## src/sv/crac_pkg.sv

```systemverilog
// Shared constants, status codes and types for the contiguous run allocator.
// Used by every module of the block; depends on nothing.
package crac_pkg;

   localparam int NODE_COUNT = 256;
   localparam int SLOT_COUNT = 16;
   localparam int WORD_W     = 16;
   localparam int WORD_CNT   = NODE_COUNT / WORD_W;
   localparam int WORD_AW    = $clog2(WORD_CNT);
   localparam int BIT_AW     = $clog2(WORD_W);
   localparam int NODE_AW    = 8;
   localparam int SLOT_AW    = 4;
   localparam int CNT_W      = 9;
   localparam int RUN_W      = CNT_W + 1;
   localparam int SLOTS_W    = 5;
   localparam int STATUS_W   = 3;

   localparam logic [STATUS_W-1:0] ST_OK        = 3'd0;
   localparam logic [STATUS_W-1:0] ST_NO_SLOT   = 3'd1;
   localparam logic [STATUS_W-1:0] ST_TOO_FEW   = 3'd2;
   localparam logic [STATUS_W-1:0] ST_NO_RUN    = 3'd3;
   localparam logic [STATUS_W-1:0] ST_ZERO      = 3'd4;
   localparam logic [STATUS_W-1:0] ST_SLOT_FREE = 3'd5;

   localparam logic OP_ALLOC   = 1'b0;
   localparam logic OP_RELEASE = 1'b1;

   typedef struct packed {
      logic               found;
      logic [BIT_AW-1:0]  pos;
      logic [NODE_AW-1:0] base;
      logic [CNT_W-1:0]   carry;
   } scan_res_type;

   typedef struct packed {
      logic               set;
      logic               clr;
      logic [SLOT_AW-1:0] addr;
      logic [NODE_AW-1:0] base;
      logic [CNT_W-1:0]   len;
   } slot_cmd_type;

endpackage

```

## src/sv/crac_node_map.sv

```systemverilog
// Node usage bitmap held as a word-wide memory with a registered read port.
// Rows never written read as free through per-row valid bits; uses crac_pkg.
module crac_node_map (
   input  logic                         clock,
   input  logic                         reset,
   input  logic                         rd_en,
   input  logic [crac_pkg::WORD_AW-1:0] rd_addr,
   output logic [crac_pkg::WORD_W-1:0]  rd_data,
   input  logic                         wr_en,
   input  logic [crac_pkg::WORD_AW-1:0] wr_addr,
   input  logic [crac_pkg::WORD_W-1:0]  wr_data
);

   logic [crac_pkg::WORD_W-1:0]   mem [crac_pkg::WORD_CNT];
   logic [crac_pkg::WORD_CNT-1:0] row_valid_ff;
   logic [crac_pkg::WORD_W-1:0]   rd_data_ff;

   always_ff @(posedge clock) begin
      if (wr_en) begin
         mem[wr_addr] <= wr_data;
      end
      if (rd_en) begin
         rd_data_ff <= row_valid_ff[rd_addr] ? mem[rd_addr] : '0;
      end
   end

   always_ff @(posedge clock) begin
      if (reset) begin
         row_valid_ff <= '0;
      end else if (wr_en) begin
         row_valid_ff[wr_addr] <= 1'b1;
      end
   end

   assign rd_data = rd_data_ff;

endmodule

```

## src/sv/crac_slot_table.sv

```systemverilog
// List slot table: used flags in flip-flops, base and length in a memory.
// The memory read is registered; uses crac_pkg for widths and the command type.
module crac_slot_table (
   input  logic                            clock,
   input  logic                            reset,
   input  logic [crac_pkg::SLOT_AW-1:0]    rd_addr,
   output logic [crac_pkg::NODE_AW-1:0]    rd_base,
   output logic [crac_pkg::CNT_W-1:0]      rd_len,
   input  crac_pkg::slot_cmd_type          cmd,
   output logic [crac_pkg::SLOT_COUNT-1:0] used
);

   logic [crac_pkg::NODE_AW-1:0]    base_mem [crac_pkg::SLOT_COUNT];
   logic [crac_pkg::CNT_W-1:0]      len_mem  [crac_pkg::SLOT_COUNT];
   logic [crac_pkg::NODE_AW-1:0]    rd_base_ff;
   logic [crac_pkg::CNT_W-1:0]      rd_len_ff;
   logic [crac_pkg::SLOT_COUNT-1:0] used_ff;

   always_ff @(posedge clock) begin
      if (cmd.set) begin
         base_mem[cmd.addr] <= cmd.base;
         len_mem[cmd.addr]  <= cmd.len;
      end
      rd_base_ff <= base_mem[rd_addr];
      rd_len_ff  <= len_mem[rd_addr];
   end

   always_ff @(posedge clock) begin
      if (reset) begin
         used_ff <= '0;
      end else if (cmd.set) begin
         used_ff[cmd.addr] <= 1'b1;
      end else if (cmd.clr) begin
         used_ff[cmd.addr] <= 1'b0;
      end
   end

   assign rd_base = rd_base_ff;
   assign rd_len  = rd_len_ff;
   assign used    = used_ff;

endmodule

```

## src/sv/crac_word_scan.sv

```systemverilog
// Evaluates one bitmap word of the first-fit search, given the free run
// carried in from earlier words; uses crac_pkg for widths and the result type.
module crac_word_scan (
   input  logic [crac_pkg::WORD_W-1:0]  word,
   input  logic [crac_pkg::WORD_AW-1:0] word_idx,
   input  logic [crac_pkg::CNT_W-1:0]   carry,
   input  logic [crac_pkg::CNT_W-1:0]   count,
   output crac_pkg::scan_res_type       res
);

   logic [crac_pkg::RUN_W-1:0]  run [crac_pkg::WORD_W];
   logic [crac_pkg::WORD_W-1:0] hit;
   logic [crac_pkg::BIT_AW-1:0] pos;
   logic [crac_pkg::RUN_W-1:0]  base_full;

   // For each bit, the length of the free run that ends on it.
   always_comb begin
      for (int j = 0; j < crac_pkg::WORD_W; j++) begin
         automatic logic any_used = 1'b0;
         automatic int   last     = 0;
         for (int i = 0; i < crac_pkg::WORD_W; i++) begin
            if (i <= j && word[i]) begin
               any_used = 1'b1;
               last     = i;
            end
         end
         if (any_used) begin
            run[j] = crac_pkg::RUN_W'(j - last);
         end else begin
            run[j] = crac_pkg::RUN_W'(carry) + crac_pkg::RUN_W'(j + 1);
         end
         hit[j] = run[j] >= crac_pkg::RUN_W'(count);
      end
   end

   always_comb begin
      pos = '0;
      for (int j = crac_pkg::WORD_W - 1; j >= 0; j--) begin
         if (hit[j]) begin
            pos = crac_pkg::BIT_AW'(j);
         end
      end
   end

   assign base_full = crac_pkg::RUN_W'({word_idx, pos}) + crac_pkg::RUN_W'(1)
                      - crac_pkg::RUN_W'(count);

   assign res.found = |hit;
   assign res.pos   = pos;
   assign res.base  = base_full[crac_pkg::NODE_AW-1:0];
   assign res.carry = run[crac_pkg::WORD_W-1][crac_pkg::CNT_W-1:0];

endmodule

```

## src/sv/contiguous_run_allocator_core.sv

```systemverilog
// Top level of the first-fit contiguous run allocator: request sequencer,
// counters and result register. Instantiates crac_node_map, crac_slot_table
// and crac_word_scan; uses crac_pkg.
//
//   channel   ports                                       handshake
//   request   req_opcode, req_node_count, req_list_id    start, busy
//   result    rsp_status, rsp_slot_id, rsp_base_index,   rsp_valid (one cycle)
//             rsp_run_length
//
// A request is taken when start is high and busy is low; busy then stays high
// until its single result has been shown for one cycle, which the receiver
// cannot hold off. A request refused by its first checks goes from S_CHECK
// straight to S_RESP, and an allocate that finds no contiguous run goes there
// after reading all 16 bitmap words. A successful allocate runs the first-fit
// search (one word per cycle), then reads and writes back each bitmap word the
// run touches; a release first reads its slot from the slot table and then does
// the same.
// Synchronous reset clears the bitmap and the slot flags at once.
module contiguous_run_allocator_core (
   input  logic                                clock,
   input  logic                                reset,
   input  logic                                start,
   output logic                                busy,
   input  logic                                req_opcode,
   input  logic [crac_pkg::CNT_W-1:0]          req_node_count,
   input  logic [crac_pkg::SLOT_AW-1:0]        req_list_id,
   output logic                                rsp_valid,
   output logic [crac_pkg::STATUS_W-1:0]       rsp_status,
   output logic [crac_pkg::SLOT_AW-1:0]        rsp_slot_id,
   output logic [crac_pkg::NODE_AW-1:0]        rsp_base_index,
   output logic [crac_pkg::CNT_W-1:0]          rsp_run_length
);

   localparam logic [2:0] S_IDLE    = 3'd0;
   localparam logic [2:0] S_CHECK   = 3'd1;
   localparam logic [2:0] S_SCAN    = 3'd2;
   localparam logic [2:0] S_SLOT_RD = 3'd3;
   localparam logic [2:0] S_MARK_RD = 3'd4;
   localparam logic [2:0] S_MARK_WR = 3'd5;
   localparam logic [2:0] S_RESP    = 3'd6;

   logic [2:0]                      state_ff, state_in;
   logic                            op_ff, op_in;
   logic [crac_pkg::CNT_W-1:0]      count_ff, count_in;
   logic [crac_pkg::SLOT_AW-1:0]    slot_ff, slot_in;
   logic [crac_pkg::NODE_AW-1:0]    base_ff, base_in;
   logic [crac_pkg::NODE_AW-1:0]    hi_ff, hi_in;
   logic [crac_pkg::CNT_W-1:0]      len_ff, len_in;
   logic [crac_pkg::STATUS_W-1:0]   status_ff, status_in;
   logic [crac_pkg::WORD_AW-1:0]    word_ff, word_in;
   logic [crac_pkg::CNT_W-1:0]      carry_ff, carry_in;
   logic [crac_pkg::CNT_W-1:0]      nodes_ff, nodes_in;
   logic [crac_pkg::SLOTS_W-1:0]    slots_ff, slots_in;

   logic                            nm_rd_en;
   logic [crac_pkg::WORD_AW-1:0]    nm_rd_addr;
   logic [crac_pkg::WORD_W-1:0]     nm_rd_data;
   logic                            nm_wr_en;
   logic [crac_pkg::WORD_W-1:0]     nm_wr_data;
   logic [crac_pkg::WORD_W-1:0]     mark_mask;

   logic [crac_pkg::NODE_AW-1:0]    st_rd_base;
   logic [crac_pkg::CNT_W-1:0]      st_rd_len;
   crac_pkg::slot_cmd_type          st_cmd;
   logic [crac_pkg::SLOT_COUNT-1:0] slot_used;
   logic [crac_pkg::SLOT_AW-1:0]    free_slot;
   logic                            have_free;
   logic                            too_few;

   crac_pkg::scan_res_type          scan_res;

   crac_node_map u_node_map (
      .clock   (clock),
      .reset   (reset),
      .rd_en   (nm_rd_en),
      .rd_addr (nm_rd_addr),
      .rd_data (nm_rd_data),
      .wr_en   (nm_wr_en),
      .wr_addr (word_ff),
      .wr_data (nm_wr_data)
   );

   crac_slot_table u_slot_table (
      .clock   (clock),
      .reset   (reset),
      .rd_addr (slot_ff),
      .rd_base (st_rd_base),
      .rd_len  (st_rd_len),
      .cmd     (st_cmd),
      .used    (slot_used)
   );

   crac_word_scan u_word_scan (
      .word     (nm_rd_data),
      .word_idx (word_ff),
      .carry    (carry_ff),
      .count    (count_ff),
      .res      (scan_res)
   );

   always_comb begin
      free_slot = '0;
      for (int i = crac_pkg::SLOT_COUNT - 1; i >= 0; i--) begin
         if (!slot_used[i]) begin
            free_slot = crac_pkg::SLOT_AW'(i);
         end
      end
   end

   assign have_free = ~&slot_used;
   assign too_few   = ({1'b0, count_ff} + {1'b0, nodes_ff})
                      > crac_pkg::RUN_W'(crac_pkg::NODE_COUNT);

   always_comb begin
      for (int j = 0; j < crac_pkg::WORD_W; j++) begin
         mark_mask[j] = ({word_ff, crac_pkg::BIT_AW'(j)} >= base_ff)
                        && ({word_ff, crac_pkg::BIT_AW'(j)} <= hi_ff);
      end
   end

   assign nm_wr_data = (op_ff == crac_pkg::OP_ALLOC) ? (nm_rd_data | mark_mask)
                                                      : (nm_rd_data & ~mark_mask);

   always_comb begin
      state_in   = state_ff;
      op_in      = op_ff;
      count_in   = count_ff;
      slot_in    = slot_ff;
      base_in    = base_ff;
      hi_in      = hi_ff;
      len_in     = len_ff;
      status_in  = status_ff;
      word_in    = word_ff;
      carry_in   = carry_ff;
      nodes_in   = nodes_ff;
      slots_in   = slots_ff;
      nm_rd_en   = 1'b0;
      nm_rd_addr = word_ff;
      nm_wr_en   = 1'b0;
      st_cmd     = '0;

      unique case (state_ff)
         S_IDLE: begin
            if (start) begin
               op_in    = req_opcode;
               count_in = req_node_count;
               slot_in  = req_list_id;
               state_in = S_CHECK;
            end
         end
         S_CHECK: begin
            status_in = crac_pkg::ST_OK;
            if (op_ff == crac_pkg::OP_ALLOC) begin
               priority if (count_ff == '0) begin
                  status_in = crac_pkg::ST_ZERO;
               end else if (!have_free) begin
                  status_in = crac_pkg::ST_NO_SLOT;
               end else if (too_few) begin
                  status_in = crac_pkg::ST_TOO_FEW;
               end else begin
                  slot_in    = free_slot;
                  word_in    = '0;
                  carry_in   = '0;
                  nm_rd_en   = 1'b1;
                  nm_rd_addr = '0;
               end
            end else if (!slot_used[slot_ff]) begin
               status_in = crac_pkg::ST_SLOT_FREE;
            end
            if (status_in != crac_pkg::ST_OK) begin
               slot_in  = '0;
               base_in  = '0;
               len_in   = '0;
               state_in = S_RESP;
            end else if (op_ff == crac_pkg::OP_ALLOC) begin
               state_in = S_SCAN;
            end else begin
               state_in = S_SLOT_RD;
            end
         end
         S_SCAN: begin
            if (scan_res.found) begin
               base_in  = scan_res.base;
               hi_in    = {word_ff, scan_res.pos};
               word_in  = scan_res.base[crac_pkg::NODE_AW-1 -: crac_pkg::WORD_AW];
               state_in = S_MARK_RD;
            end else if (word_ff == crac_pkg::WORD_AW'(crac_pkg::WORD_CNT - 1)) begin
               status_in = crac_pkg::ST_NO_RUN;
               slot_in   = '0;
               base_in   = '0;
               len_in    = '0;
               state_in  = S_RESP;
            end else begin
               carry_in   = scan_res.carry;
               word_in    = word_ff + 1'b1;
               nm_rd_en   = 1'b1;
               nm_rd_addr = word_ff + 1'b1;
            end
         end
         S_SLOT_RD: begin
            base_in  = st_rd_base;
            len_in   = st_rd_len;
            hi_in    = st_rd_base + st_rd_len[crac_pkg::NODE_AW-1:0] - 1'b1;
            word_in  = st_rd_base[crac_pkg::NODE_AW-1 -: crac_pkg::WORD_AW];
            state_in = S_MARK_RD;
         end
         S_MARK_RD: begin
            nm_rd_en = 1'b1;
            state_in = S_MARK_WR;
         end
         S_MARK_WR: begin
            nm_wr_en = 1'b1;
            if (word_ff == hi_ff[crac_pkg::NODE_AW-1 -: crac_pkg::WORD_AW]) begin
               st_cmd.addr = slot_ff;
               st_cmd.base = base_ff;
               st_cmd.len  = count_ff;
               if (op_ff == crac_pkg::OP_ALLOC) begin
                  st_cmd.set = 1'b1;
                  len_in     = count_ff;
                  nodes_in   = nodes_ff + count_ff;
                  slots_in   = slots_ff + 1'b1;
               end else begin
                  st_cmd.clr = 1'b1;
                  nodes_in   = (nodes_ff >= len_ff) ? nodes_ff - len_ff : '0;
                  slots_in   = (slots_ff != '0) ? slots_ff - 1'b1 : '0;
               end
               state_in = S_RESP;
            end else begin
               word_in  = word_ff + 1'b1;
               state_in = S_MARK_RD;
            end
         end
         S_RESP: begin
            state_in = S_IDLE;
         end
         default: begin
            state_in = S_IDLE;
         end
      endcase
   end

   always_ff @(posedge clock) begin
      if (reset) begin
         state_ff <= S_IDLE;
         nodes_ff <= '0;
         slots_ff <= '0;
      end else begin
         state_ff <= state_in;
         nodes_ff <= nodes_in;
         slots_ff <= slots_in;
      end
   end

   always_ff @(posedge clock) begin
      op_ff     <= op_in;
      count_ff  <= count_in;
      slot_ff   <= slot_in;
      base_ff   <= base_in;
      hi_ff     <= hi_in;
      len_ff    <= len_in;
      status_ff <= status_in;
      word_ff   <= word_in;
      carry_ff  <= carry_in;
   end

   assign busy           = (state_ff != S_IDLE);
   assign rsp_valid      = (state_ff == S_RESP);
   assign rsp_status     = status_ff;
   assign rsp_slot_id    = slot_ff;
   assign rsp_base_index = base_ff;
   assign rsp_run_length = len_ff;

   a_slot_count: assert property (@(posedge clock) disable iff (reset)
      slots_ff == crac_pkg::SLOTS_W'($countones(slot_used)))
      else $error("slot counter disagrees with slot flags");

   a_one_cycle_rsp: assert property (@(posedge clock) disable iff (reset)
      rsp_valid |=> !rsp_valid && !busy)
      else $error("result shown for more than one cycle");

   a_error_zero: assert property (@(posedge clock) disable iff (reset)
      rsp_valid && rsp_status != crac_pkg::ST_OK |->
         rsp_slot_id == '0 && rsp_base_index == '0 && rsp_run_length == '0)
      else $error("error result carries nonzero fields");

   a_accept_busy: assert property (@(posedge clock) disable iff (reset)
      start && !busy |=> busy && !rsp_valid)
      else $error("request accepted without going busy");

endmodule
```

## config.mk

```make
export PLATFORM = sky130hd
export DESIGN_NAME = contiguous_run_allocator_core
export DESIGN_NICKNAME = d
export VERILOG_FILES = /design/src/sv/crac_pkg.sv /design/src/sv/crac_node_map.sv /design/src/sv/crac_slot_table.sv /design/src/sv/crac_word_scan.sv /design/src/sv/contiguous_run_allocator_core.sv
export SDC_FILE = /design/constraint.sdc
export NUM_CORES = 1
export LEC_CHECK = 0
export BUFFER_PORTS_ARGS = -buffer_cell sky130_fd_sc_hd__buf_4
export CAP_MARGIN = 20
export CORE_UTILIZATION = 43
export CTS_CLUSTER_DIAMETER = 120
export CTS_CLUSTER_SIZE = 24
export DETAILED_ROUTE_END_ITERATION = 6
export GPL_TIMING_DRIVEN = 0
export HOLD_SLACK_MARGIN = 0.15
export PLACE_DENSITY = 0.55
export SLEW_MARGIN = 40
export SYNTH_ARGS = -nofsm -noshare
export SYNTH_HDL_FRONTEND = slang
export SYNTH_SLANG_ARGS = --single-unit
```

## constraint.sdc

```tcl
create_clock -name clock -period 16 [get_ports clock]
set_clock_uncertainty 0.1 [all_clocks]
set_input_delay 3.2 -clock clock [delete_from_list [all_inputs] [get_ports clock]]
set_output_delay 3.2 -clock clock [all_outputs]
set_load 0.005 [all_outputs]
```

==> flow_summary.yaml <==
outcome:
  status: "finished clean"
clock_tree:
  cts_buffers: 35
  clock_latency_ps: 620
  ctsHtreeMaxLevel: 2
  clk_path_buf_depth: 3
  cts_tree: "yes"
  cts_hold_buf: 0
  cts_root_buf: "clkbuf_16"
  clock-sinks: 660
  clkTransAtPathRegs_ps: 100
  cts_resized: 0
  post_cts_buffers: 0
detailed_routing:
  dr.pass1.iters: 6
  route.detailed.drc: 0
  via_per_inst: 5.869
  vias: 24200
  ant_nets: 0
  wire_per_inst_um: 25.45
  drt-total-wl_um: 104900
  initialDrtViolationCount: 2189
place:
  placedCellCount: 4058
  portBuffers: 41
  dp_hpwl_um: 77310
  placed_area_mm2: 0.03701
  dp_slack_ps: 7614
  place_congestion: 0.9532
synth:
  yosysTopAreaCell: "edfxtp_1"
  synth_most_common_cell: "edfxtp_1"
  synthArstFlopShare_pct: 0
  synth_nets: 3167
  synth_warnings: 0
  netlist_area_mm2: 0.03445
  ys_seq_elements: 660
  synth_ff_type: "edfxtp_1"
  ys_top_cells_by_count: "edfxtp_1 (599), nand2_1 (365), nor2_1 (248)"
  synth_cell_types: 80
  yosysSeqAreaShare_pct: 55.76
  synthCells: 2912
  synth.area.top_cells: "edfxtp_1 (52%), ha_1 (8.5%), mux4_2 (5.9%)"
  synth_top_area_share_pct: 52.21
  synth_area_per_cell_um2: 11.83
  synth_edf_count: 599
setup_path:
  cp_top_family: "simple AND/OR/NAND/NOR gates"
  crit_top_cell: "nor2_1"
  crit_required_ps: 16240
  cp_data_arrival_time_ps: 8810
  critPathBufInv: 3
  cpPeakStageDelay_ps: 710
  cp-start-kind: "flop"
  worstSetupPathType: "reg -> reg"
  cp-end-kind: "flop"
  path_max_fanout: 10
  slowest_stage: "a311oi_1"
finish:
  fin_area_mm2: 0.03814
  multi_input_area_mm2: 0.01465
  n_fill_cell: 7134
  seq_area_mm2: 0.01921
  drive_gt1_share_pct: 12.11
  area_delta_synth_final_pct: 10.70
  nNetsFinal: 3301
  instances_no_fill: 4124
timing:
  fin_setup_tns_ps: 0
  rsz0062_at_grt: "no"
  period_share_pct: 53.54
  worst_pin_slew_ps: 911.5
  fin_crit_ps: 8566
  slew_headroom_pct: 38.67
  finalHoldViolCount: 0
  setup_viol: 0
  layout_setup_ws_ps: 7434
  max_freq_mhz: 116.7
  drv_slew: 0
grt:
  grt_pass1_vias: 24020
  gr-total-overflow: 0
  grtUsageTotal_pct: 25.66
  grt_pass1_wl_um: 155000
  antenna_found_initial: 2
  grt_max_degree: 26
power:
  power_density_mw_per_mm2: 128.9
  total_power_w: 0.004915
  peakVddDrop_mv: 0.1105
  power_leakage_nw: 13.66
floorplan:
  fp.dieH_um: 285.0
  ios: 43
  die_w_um: 285.0
  die_area_mm2: 0.08125
  initial_core_util_pct: 43.54
  rows: 103
  core-area_mm2: 0.07913
worst_hold_path:
  min_path_type: "reg -> reg"
flow_run:
  cap_violations: 0
## layout by cell type, fill, tap and decap left out, types with 16 or more instances in the layout
| master | Yosys | routed |
|---|---|---|
| a211oi_1 | 31 | 31 |
| and3_1 | 16 | 16 |
| nor3_1 | 50 | 40 |
| o21ai_0 | 123 | 118 |
| a31oi_1 | 30 | 30 |
| clkbuf_16 | 0 | 35 |
| xnor2_1 | 62 | 61 |
| nand2_1 | 365 | 365 |
| nor2_2 | 1 | 16 |
| nor2_1 | 248 | 213 |
| clkbuf_1 | 102 | 117 |
| buf_2 | 21 | 42 |
| nor2b_1 | 30 | 30 |
| mux2i_1 | 36 | 34 |
| ha_1 | 234 | 234 |
| mux4_2 | 90 | 90 |
| a21o_1 | 32 | 32 |
| or3_1 | 34 | 34 |
| buf_4 | 1 | 62 |
| nand2b_1 | 27 | 27 |
| nor2_4 | 0 | 20 |
| nand3_1 | 86 | 86 |
| inv_1 | 104 | 92 |
| dfxtp_1 | 61 | 61 |
| xor2_1 | 44 | 43 |
| nor4_1 | 27 | 26 |
| a21oi_1 | 227 | 226 |
| edfxtp_1 | 599 | 599 |
## sequential cells by signal (all words and copies together), names as in the netlist, 3 cells and up, named ones only
| signal | cells |
|---|---|
| carry_ff | 9 |
| count_ff | 9 |
| hi_ff | 8 |
| nodes_ff | 9 |
| rsp_base_index | 8 |
| rsp_run_length | 9 |
| rsp_slot_id | 4 |
| rsp_status | 3 |
| state_ff | 3 |
| u_node_map.mem | 256 |
| u_node_map.rd_data | 16 |
| u_node_map.row_valid_ff | 16 |
| u_slot_table.base_mem | 128 |
| u_slot_table.len_mem | 144 |
| u_slot_table.rd_base | 8 |
| u_slot_table.rd_len | 9 |
| word_ff | 4 |
## through the flow
step	util, %	hold slack [ps]
2_1_floorplan	-	333.7
3_3_place_gp	45.59	345.5
3_5_place_dp	46.77	356.4
4_1_cts	48.15	379.2
5_1_grt	48.19	391.1
6_report	48.20	378.2
## final cells by class
| cell class | instances | area share (%) |
|---|---|---|
| clock inverters | 8 | 0.3248 |
| diodes | 1 | 0.006562 |
| clock buffers | 56 | 2.530 |
| multi-input cells | 2006 | 38.42 |
| repair buffers | 97 | 2.365 |
| inverters | 104 | 1.024 |
| well taps | 1050 | 3.445 |
| flip-flops and latches | 660 | 50.37 |
| plain buffers | 142 | 1.522 |
## cell families after synthesis
| logic type | after synthesis | share of synthesized area (%) |
|---|---|---|
| xor gates and xnor gates | 106 | 2.695 |
| and+or+nand+nor | 949 | 12.53 |
| AOI/OAI and AO/OA | 578 | 10.29 |
| muxes | 135 | 7.224 |
| adders and majority gates | 238 | 8.731 |
| buffers and inverters | 246 | 2.768 |
| DFF | 660 | 55.76 |
## layer usage
layer / vias to the layer above / global-route usage [%] / part of all wire [%]
met5: - / 0 / 0
met4: 0 / 9.586 / 3.9
met3: 201 / 3.520 / 5.4
met2: 752 / 42.97 / 48
met1: 12110 / 33.92 / 43
li1: 11140 / - / -
## path summary, 6_finish.rpt
path / start / endpoint / slack, ps / depth (start not counted)
worst min register to register: u_node_map.row_valid_ff[11] / u_node_map.row_valid_ff[11] / 380 / 2
worst max register to register: u_node_map.rd_data[4] / u_node_map.rd_data[6] / 7430 / 27
worst max-delay path: u_node_map.rd_data[4] / u_node_map.rd_data[6] / 7430 / 27
worst min-delay path: u_node_map.row_valid_ff[11] / u_node_map.row_valid_ff[11] / 380 / 2
## worst register-to-register path, cell delays in order (launching register included)
cell	delay, ps
edfxtp_1	590
nor2_1	310
inv_1	160
nor2_1	260
nor3_1	160
or2_2	320
nor2_1	260
o31ai_1	220
nor2_1	190
nor2_1	50
inv_1	160
nor2_1	60
a21oi_1	270
nor2_1	80
ha_1	190
a21oi_1	130
o21ai_0	90
a311oi_1	710
nand2_1	180
nor4_2	520
nand3_1	390
nor2_1	620
a22o_1	500
nor2_1	230
clkbuf_1	310
a32oi_1	430
nand3_1	310
a211oi_1	510
## where the power goes
group | switching (W) | total, W | internal (W) | leakage (nW)
Clock | 0.000578 | 0.00102 | 0.000437 | 0.522
Combinational | 0.00119 | 0.00178 | 0.000597 | 7.08
Sequential | 0.0000670 | 0.00212 | 0.00205 | 6.06
No activity file was read; power rests on OpenSTA's default activity.
